--- src/ssi_pkg.sv ---
`timescale 1ns / 1ps
`default_nettype none

package ssi_pkg;

    localparam int SET_DEPTH = 32;
    localparam int ADDR_W    = $clog2(SET_DEPTH);
    localparam int CNT_W     = 6;
    localparam int STEP_W    = 7;
    localparam int DATA_W    = 32;

    localparam logic [1:0] REQ_LOAD_A = 2'd0;
    localparam logic [1:0] REQ_LOAD_B = 2'd1;
    localparam logic [1:0] REQ_RUN    = 2'd2;

    localparam logic [CNT_W-1:0] DEPTH_CNT = CNT_W'(SET_DEPTH);

    typedef enum logic [1:0] {
        ST_IDLE,
        ST_READ,
        ST_CMP,
        ST_DONE
    } walk_state_t;

endpackage

`default_nettype wire

--- src/ssi_ram.sv ---
`timescale 1ns / 1ps
`default_nettype none

module ssi_ram #(
    parameter int WIDTH  = 32,
    parameter int DEPTH  = 32,
    parameter int ADDR_W = $clog2(DEPTH)
) (
    input  wire logic              clk,
    input  wire logic              we,
    input  wire logic [ADDR_W-1:0] waddr,
    input  wire logic [WIDTH-1:0]  wdata,
    input  wire logic              re,
    input  wire logic [ADDR_W-1:0] raddr,
    output logic      [WIDTH-1:0]  rdata
);

    logic [WIDTH-1:0] mem [DEPTH];

    always_ff @(posedge clk)
    begin
        if (we)
        begin
            mem[waddr] <= wdata;
        end
        if (re)
        begin
            rdata <= mem[raddr];
        end
    end

endmodule

`default_nettype wire

--- src/sorted_set_intersection_top.sv ---
// Sorted set intersection.
// Input words carry req_type and value. Load A / load B append value to
// list A or B; words beyond SET_DEPTH per list are dropped.
// A run word walks both lists with two pointers and emits one output word
// per common value (has_match = 1), then a summary word (is_last = 1) that
// holds the total number of comparison steps. Both lists are then empty.
// Each comparison step is a list read followed by a compare, since the two
// list memories have a registered read; steps <= 2 * SET_DEPTH - 1.
// The input is taken again once the summary word sits in the output register.
// Load words are accepted while an output word still waits.
// Results pass through a one-word output register; while it holds a word
// and out_ready is low the walk pauses at the next match or at the summary.
// Reset (rst_n low) empties both lists and drops any pending output word.
// Request code 3 is accepted and ignored.
`timescale 1ns / 1ps
`default_nettype none

module sorted_set_intersection_top (
    input  wire logic               clk,
    input  wire logic               rst_n,
    input  wire logic               in_valid,
    output logic                    in_ready,
    input  wire logic [1:0]         req_type,
    input  wire logic signed [31:0] value,
    output logic                    out_valid,
    input  wire logic               out_ready,
    output logic signed [31:0]      match_value,
    output logic                    has_match,
    output logic                    is_last,
    output logic [6:0]              compare_count
);

    localparam int AW = ssi_pkg::ADDR_W;
    localparam int CW = ssi_pkg::CNT_W;
    localparam int SW = ssi_pkg::STEP_W;
    localparam int DW = ssi_pkg::DATA_W;

    ssi_pkg::walk_state_t state_reg, state_next;

    logic [CW-1:0] a_count_reg, a_count_next;
    logic [CW-1:0] b_count_reg, b_count_next;
    logic [CW-1:0] ia_reg, ia_next;
    logic [CW-1:0] ib_reg, ib_next;
    logic [SW-1:0] steps_reg, steps_next;

    logic              out_valid_reg, out_valid_next;
    logic signed [31:0] match_value_reg, match_value_next;
    logic              has_match_reg, has_match_next;
    logic              is_last_reg, is_last_next;
    logic [6:0]        compare_count_reg, compare_count_next;
    logic              out_load;

    logic          in_fire;
    logic          can_emit;
    logic          rd_en;
    logic          a_we, b_we;
    logic [DW-1:0] a_rdata, b_rdata;
    logic          eq, b_lt;

    ssi_ram #(
        .WIDTH (DW),
        .DEPTH (ssi_pkg::SET_DEPTH)
    ) u_ram_a (
        .clk   (clk),
        .we    (a_we),
        .waddr (a_count_reg[AW-1:0]),
        .wdata (value),
        .re    (rd_en),
        .raddr (ia_reg[AW-1:0]),
        .rdata (a_rdata)
    );

    ssi_ram #(
        .WIDTH (DW),
        .DEPTH (ssi_pkg::SET_DEPTH)
    ) u_ram_b (
        .clk   (clk),
        .we    (b_we),
        .waddr (b_count_reg[AW-1:0]),
        .wdata (value),
        .re    (rd_en),
        .raddr (ib_reg[AW-1:0]),
        .rdata (b_rdata)
    );

    assign in_fire  = in_valid && in_ready;
    assign can_emit = !out_valid_reg || out_ready;
    assign eq       = (a_rdata == b_rdata);
    assign b_lt     = ($signed(b_rdata) < $signed(a_rdata));

    // FSM outputs
    always_comb
    begin
        in_ready = (state_reg == ssi_pkg::ST_IDLE);
        rd_en    = (state_reg == ssi_pkg::ST_READ);
        a_we     = in_fire && (req_type == ssi_pkg::REQ_LOAD_A)
                   && (a_count_reg < ssi_pkg::DEPTH_CNT);
        b_we     = in_fire && (req_type == ssi_pkg::REQ_LOAD_B)
                   && (b_count_reg < ssi_pkg::DEPTH_CNT);
    end

    // next state and datapath
    always_comb
    begin
        logic [CW-1:0] ia_adv;
        logic [CW-1:0] ib_adv;
        ia_adv             = ia_reg + CW'(1);
        ib_adv             = ib_reg + CW'(1);
        state_next         = state_reg;
        a_count_next       = a_count_reg;
        b_count_next       = b_count_reg;
        ia_next            = ia_reg;
        ib_next            = ib_reg;
        steps_next         = steps_reg;
        out_load           = 1'b0;
        match_value_next   = match_value_reg;
        has_match_next     = has_match_reg;
        is_last_next       = is_last_reg;
        compare_count_next = compare_count_reg;

        case (state_reg)
            ssi_pkg::ST_IDLE:
            begin
                if (a_we)
                begin
                    a_count_next = a_count_reg + CW'(1);
                end
                if (b_we)
                begin
                    b_count_next = b_count_reg + CW'(1);
                end
                if (in_fire && (req_type == ssi_pkg::REQ_RUN))
                begin
                    ia_next    = '0;
                    ib_next    = '0;
                    steps_next = '0;
                    if ((a_count_reg == '0) || (b_count_reg == '0))
                    begin
                        state_next = ssi_pkg::ST_DONE;
                    end
                    else
                    begin
                        state_next = ssi_pkg::ST_READ;
                    end
                end
            end
            ssi_pkg::ST_READ:
            begin
                state_next = ssi_pkg::ST_CMP;
            end
            ssi_pkg::ST_CMP:
            begin
                // hold on a match until the output register frees up
                if (!eq || can_emit)
                begin
                    steps_next = steps_reg + SW'(1);
                    if (eq)
                    begin
                        out_load           = 1'b1;
                        match_value_next   = $signed(a_rdata);
                        has_match_next     = 1'b1;
                        is_last_next       = 1'b0;
                        compare_count_next = steps_reg + SW'(1);
                        ia_next            = ia_adv;
                        ib_next            = ib_adv;
                    end
                    else if (b_lt)
                    begin
                        ib_next = ib_adv;
                    end
                    else
                    begin
                        ia_next = ia_adv;
                    end
                    if ((ia_next == a_count_reg) || (ib_next == b_count_reg))
                    begin
                        state_next = ssi_pkg::ST_DONE;
                    end
                    else
                    begin
                        state_next = ssi_pkg::ST_READ;
                    end
                end
            end
            ssi_pkg::ST_DONE:
            begin
                if (can_emit)
                begin
                    out_load           = 1'b1;
                    match_value_next   = '0;
                    has_match_next     = 1'b0;
                    is_last_next       = 1'b1;
                    compare_count_next = steps_reg;
                    a_count_next       = '0;
                    b_count_next       = '0;
                    state_next         = ssi_pkg::ST_IDLE;
                end
            end
            default:
            begin
                state_next = ssi_pkg::ST_IDLE;
            end
        endcase

        if (out_load)
        begin
            out_valid_next = 1'b1;
        end
        else if (out_ready)
        begin
            out_valid_next = 1'b0;
        end
        else
        begin
            out_valid_next = out_valid_reg;
        end
    end

    always_ff @(posedge clk or negedge rst_n)
    begin
        if (!rst_n)
        begin
            state_reg     <= ssi_pkg::ST_IDLE;
            a_count_reg   <= '0;
            b_count_reg   <= '0;
            ia_reg        <= '0;
            ib_reg        <= '0;
            steps_reg     <= '0;
            out_valid_reg <= 1'b0;
        end
        else
        begin
            state_reg     <= state_next;
            a_count_reg   <= a_count_next;
            b_count_reg   <= b_count_next;
            ia_reg        <= ia_next;
            ib_reg        <= ib_next;
            steps_reg     <= steps_next;
            out_valid_reg <= out_valid_next;
        end
    end

    always_ff @(posedge clk)
    begin
        match_value_reg   <= match_value_next;
        has_match_reg     <= has_match_next;
        is_last_reg       <= is_last_next;
        compare_count_reg <= compare_count_next;
    end

    assign out_valid     = out_valid_reg;
    assign match_value   = match_value_reg;
    assign has_match     = has_match_reg;
    assign is_last       = is_last_reg;
    assign compare_count = compare_count_reg;

`ifndef SYNTHESIS
    a_ptr_in_range: assert property (@(posedge clk) disable iff (!rst_n)
        (state_reg == ssi_pkg::ST_READ) |->
            ((ia_reg < a_count_reg) && (ib_reg < b_count_reg)))
        else $error("walk pointer past end of list");

    a_lists_emptied: assert property (@(posedge clk) disable iff (!rst_n)
        ((state_reg == ssi_pkg::ST_DONE) && can_emit) |=>
            ((a_count_reg == '0) && (b_count_reg == '0)
             && out_valid_reg && is_last_reg))
        else $error("summary not issued or lists not emptied");

    a_match_stall: assert property (@(posedge clk) disable iff (!rst_n)
        ((state_reg == ssi_pkg::ST_CMP) && eq && !can_emit) |=>
            ((state_reg == ssi_pkg::ST_CMP) && $stable(steps_reg)))
        else $error("match dropped while output stalled");

    a_kind_exclusive: assert property (@(posedge clk) disable iff (!rst_n)
        out_valid_reg |-> (has_match_reg != is_last_reg))
        else $error("output word is both match and summary");

    a_steps_bound: assert property (@(posedge clk) disable iff (!rst_n)
        out_valid_reg |->
            (compare_count_reg < 7'(2 * ssi_pkg::SET_DEPTH)))
        else $error("step count out of range");
`endif

endmodule

`default_nettype wire
--- config.mk ---
export PLATFORM = sky130hd
export DESIGN_NAME = sorted_set_intersection_top
export DESIGN_NICKNAME = d
export VERILOG_FILES = /design/src/ssi_pkg.sv /design/src/ssi_ram.sv /design/src/sorted_set_intersection_top.sv
export SDC_FILE = /design/constraint.sdc
export NUM_CORES = 2
export LEC_CHECK = 0
export ABC_AREA = 0
export BUFFER_PORTS_ARGS = -buffer_cell sky130_fd_sc_hd__buf_2
export CAP_MARGIN = 20
export CORE_MARGIN = 3
export CORE_UTILIZATION = 50
export DETAILED_ROUTE_END_ITERATION = 8
export GPL_TIMING_DRIVEN = 0
export PLACE_DENSITY = 0.77
export SLEW_MARGIN = 20
export SYNTH_ARGS = -nofsm -noshare
export SYNTH_HDL_FRONTEND = slang
export SYNTH_SLANG_ARGS = --single-unit
--- constraint.sdc ---
create_clock -name clk -period 5.06 [get_ports clk]
set_input_delay 0.759 -clock clk [delete_from_list [all_inputs] [get_ports clk]]
set_output_delay 0.759 -clock clk [all_outputs]
set_load 0.01 [all_outputs]
After elaboration in Yosys (flattened, before gate mapping). Memory sizes are Yosys's and may differ from the RTL's. A register that Yosys moved wholly into a read port is not among the register bits. Index checks and enable logic that the tools add are counted.

Register bits after elaboration: 75. Memory bits (writable): 2048. Output and inout port bits: 43. Word-level logic and storage cells: 113. Memories kept: 2.

Add/sub/neg operators: 5. $lt $le $gt $ge: 3. Eq/ne operators: 14. Muxes and demuxes: 53. Reductions and logical operators: 25.

Memory list: u_ram_a.mem (words 32, width 32, read ports 1, clocked after memory_dff 1, wr ports 1, RTL line ssi_ram.sv:18) `logic [WIDTH-1:0] mem [DEPTH];`; u_ram_b.mem (words 32, width 32, read ports 1, clocked after memory_dff 1, wr ports 1, RTL line ssi_ram.sv:18).

Operator list (number): 32-bit two-way mux (3); 6-bit two-way mux (14); 32-bit one-hot mux with 2 select lines (1); 6-bit one-hot mux with 2 select lines (4); 7-bit two-way mux (5); 32-bit equality test (1); 32-bit < comparator (1); 7-bit one-hot mux with 2 select lines (2); 6-bit by 1-bit adder with 6-bit output (second input constant) (4); 1-bit two-way mux (15); 6-bit equality test (2); 6-bit zero test (2); 6-bit < comparator (second input constant) (2); 3-bit AND reduction (4); 2-bit two-way mux (5); 2-bit one-hot mux with 4 select lines (1); 2-bit nonzero test (4); 7-bit by 1-bit adder with 7-bit output (second input constant) (1); 2-bit equality test (second input constant) (3); 1-bit logical AND (6); 2-bit by 1-bit != test with 1-bit output (second input constant) (3); 2-bit != test (second input constant) (3); 1-bit one-hot mux with 2 select lines (3); 2-bit by 1-bit equality test with 1-bit output (second input constant) (2); 4 further kinds (9).

Longest topological paths before layout.
Word-level depth: 10. Gate-level depth with buffers: 12. Mapped depth without buffers: 11.

By module. From an unflattened synthesis, not the netlist that was laid out.

Cell total of the unflattened synthesis: 4958. Area total of the unflattened synthesis: 86062.5 um^2.

By module, submodules not included: ssi_ram at u_ram_a (times used 1, cells each 2260, area each 40812.9 um^2, seq. area each 31710.4 um^2); ssi_ram at u_ram_b (times used 1, cells each 2260, area each 40805.4 um^2, seq. area each 31710.4 um^2); sorted_set_intersection_top (times used 1, cells each 438, area each 4444.3 um^2, seq. area each 2082.0 um^2).

Worst setup path after synthesis. No wires, ideal clock.

Kind: reg2reg. Start point: reg state_reg[0]. End point: reg u_ram_a.rdata[0] (read register of u_ram_a.mem), enable pin. Setup time: 0.493 ns. Arrival: 3.408 ns. Slack: 1.159 ns. Stages on the path, launching flop included: 3. Clock period less this slack: 3.901 ns. Path through: dfrtp_1 clkbuf_1 nor2b_1.

Cells in the longest elaborated chain, start to end: 1.

Ends and longest elaborated chain: start, declared (RTL line sorted_set_intersection_top.sv:38) `ssi_pkg::walk_state_t state_reg, state_next;`; start signal, assigned (RTL line sorted_set_intersection_top.sv:223) `state_reg <= ssi_pkg::ST_IDLE;`; start signal, assigned (RTL line sorted_set_intersection_top.sv:233) `state_reg <= state_next;`; 2-bit by 1-bit equality test with 1-bit output (RTL line sorted_set_intersection_top.sv:95) `rd_en = (state_reg == ssi_pkg::ST_READ);`; end, declared (RTL line ssi_ram.sv:15) `output logic [WIDTH-1:0] rdata`.

No other way between the ends. A chain may end at the register's enable or synchronous reset.

==> impl_metrics.tcl <==
set metrics [dict create \
    synthFlopType "edfxtp_1" \
    dr.pass1.iters 6 \
    rsz0062_at_grt "false" \
    p_per_area_nw_per_um2 484 \
    clock_latency_ns 0.83 \
    hold_path.class "in -> async" \
    cts.path.max_buffers 3 \
    grt_pass1_wl_um 319000 \
    die_h_um 416 \
    syn_inst 3610 \
    synth-edff-count 2153 \
    grt-ovfl-total 0 \
    worstPathArrival_ns 5.09 \
    root_buffer "clkbuf_16" \
    area_growth_pct 14.5 \
    async_flop_share_pct 1.55 \
    cts_resized 0 \
    core_area_um2 166000 \
    crit_required_ns 5.63 \
    crit_family "buffers and inverters" \
    die_area_um2 173000 \
    fp.dieW_um 416 \
    cts_tree "built" \
    final.hold.worst_slack_ns 0.0456 \
    viasPerCell 6.62 \
    cts_max_level 4 \
    syn-num-nets 3691 \
    fin_crit_sh_pct 89.4 \
    skew_ns 0.0338 \
    worst_pin_slew_ns 1.20 \
    worstPathMaxFanout 10 \
    path_buf_inv 3 \
    multi_input_area_um2 18300 \
    cts_setup_buffers 0 \
    crit_path_top_delay_cell "clkbuf_1" \
    outcome "complete, no violations" \
    core.rowCount 149 \
    seq_area_frac_synth_pct 77.8 \
    hpwl_um 136000 \
    pin_count 81 \
    cpMostUsedCell "clkbuf_1" \
    fmax_mhz 221 \
    gp_congestion 0.866 \
    finalHoldViolCount 0 \
    layout_common_cells "2,153 x edfxtp_1, 640 x mux4_2, 206 x clkbuf_16" \
    drc_errors 0 \
    period_needed_ns 4.53 \
    yosys_warnings 0 \
    first_global_vias 42100 \
    startpoint_type "register" \
    cp-end-kind "register" \
    initialDrtViolationCount 6946 \
    final_antenna_net_count 0 \
    maxSlewViolCount 0 \
    relSlewSlack_pct 20.1 \
    tns_ns 0 \
    nNetsFinal 4061 \
    hold_buffers 0 \
    synth_area_per_cell_um2 23.3 \
    io_buffers 80 \
    wl_per_cell_um 35.5 \
    numCtsBuffers 199 \
    drive_gt1_share_pct 29.9 \
    grt_antenna_before_repair 18 \
    ys_ff_latch 2187 \
    finalWorstSetupSlack_ns 0.535 \
    pre_cts_slack_ns 0.738 \
    cts.sinks 2187 \
    path_class "reg -> reg" \
    final_common_cell "edfxtp_1" \
    finalSetupViolCount 0 \
    maxCapViolations 0 \
    crit_chain "clkbuf_1 -> clkbuf_1 -> clkbuf_1 -> mux4_2 -> mux4_2 -> mux2_2" \
    area.sequential_um2 65500 \
    grt.total_usage_pct 26.2 \
    vias 42000 \
    nFillCells 11100 \
    peakVddDrop_mv 0.392 \
    grt_start_max_net_pins 65 \
    wl_um 225000 \
    final_util_pct 58.0 \
    top_regs "u_ram_a.mem: 1024 flops, u_ram_b.mem: 1024 flops" \
    synthesis.area_um2 84200 \
    p_leak_nw 29.6 \
    synth_cell_type_count 62 \
    initial_core_util_pct 50.7 \
    clk_pin_slew_ns 0.07 \
    slowest_delay_ns 0.88 \
]
==> power by group <==
part	total, mW	internal (mW)	switching [mW]	leakage (nW)
clock network	14.8	8.24	6.59	3.08
registers	20.7	20.5	0.170	19.8
logic	11.1	4.72	6.41	6.70
total	46.6	33.5	13.2	29.6
==> logic make-up after synthesis <==
family                   count (synthesis)  share of synthesized area [%]
multiplexers                           678                           17.6
flip-flops                            2187                           77.8
adder cells (fa/ha/maj)                 43                          0.639
XOR/XNOR                                19                          0.198
AO/OA/AOI/OAI                          100                          0.789
buffers and inverters                  223                           1.01
AND/OR/NAND/NOR                        360                           1.90
==> worst paths after layout <==
kind / start / end / slack, ns / cells past startpoint
worst min-delay path: rst_n / steps_reg[6]$_DFFE_PN0P_ / 0.05 / 1
min in group clk: out_ready / out_valid$_DFFE_PN0P_ / 0.32 / 3
max in group asynchronous: rst_n / a_count_reg[0]$_DFFE_PN0P_ / 4.45 / 1
worst max-delay path: ib_reg[1]$_DFFE_PN0P_ / u_ram_b.rdata[19]$_DFFE_PP_ / 0.53 / 6
worst min register to register: ib_reg[5]$_DFFE_PN0P_ / ib_reg[5]$_DFFE_PN0P_ / 0.52 / 1
worst max register to register: ib_reg[1]$_DFFE_PN0P_ / u_ram_b.rdata[19]$_DFFE_PP_ / 0.53 / 6
==> synthesized netlist by cell type (10+ instances only) <==
master	n	area share (%)
dfrtp_1	34	1.0
xor2_1	10	0.10
o21ai_0	31	0.18
inv_1	42	0.19
mux4_2	640	17
a21oi_1	19	0.11
mux2_2	33	0.44
edfxtp_1	2153	77
ha_1	43	0.64
nand2_1	146	0.65
nand4_1	14	0.10
nor2_1	123	0.55
buf_1	36	0.16
nand3_1	17	0.10
clkbuf_1	138	0.62
==> through the flow <==
| stage | instances | power (mW) | instance area [um^2] |
|---|---|---|---|
| 2_1_floorplan | 3610 | 27.9 | 84200 |
| 3_3_place_gp | 5879 | 31.6 | 87300 |
| 3_5_place_dp | 5963 | 31.9 | 89900 |
| 4_1_cts | 6328 | 46.7 | 96200 |
| 5_1_grt | 6335 | 47.9 | 96300 |
| 6_report | 6339 | 46.6 | 96300 |
==> layout make-up <==
type	count	area share (%)
clock inverters	119	1.04
well taps	2189	2.84
multi-input cells	1200	19.0
repair buffers	169	2.66
diodes	6	0.0156
clock buffers	246	5.54
flip-flops and latches	2187	68.0
inverters	43	0.168
plain buffers	180	0.751
==> routing by layer <==
layer  GRT usage (%)  vias to the layer above  routed length (um)  share of wire, %
met5               0                        -                  17            0.0076
met4            15.2                        4               15500               6.9
met3            4.44                      619               23400                10
met2            42.5                     3409              111000                49
met1            33.8                    21900               75100                33
li1                -                    16100                   -                 -
Power figures use the tool's default switching activity.
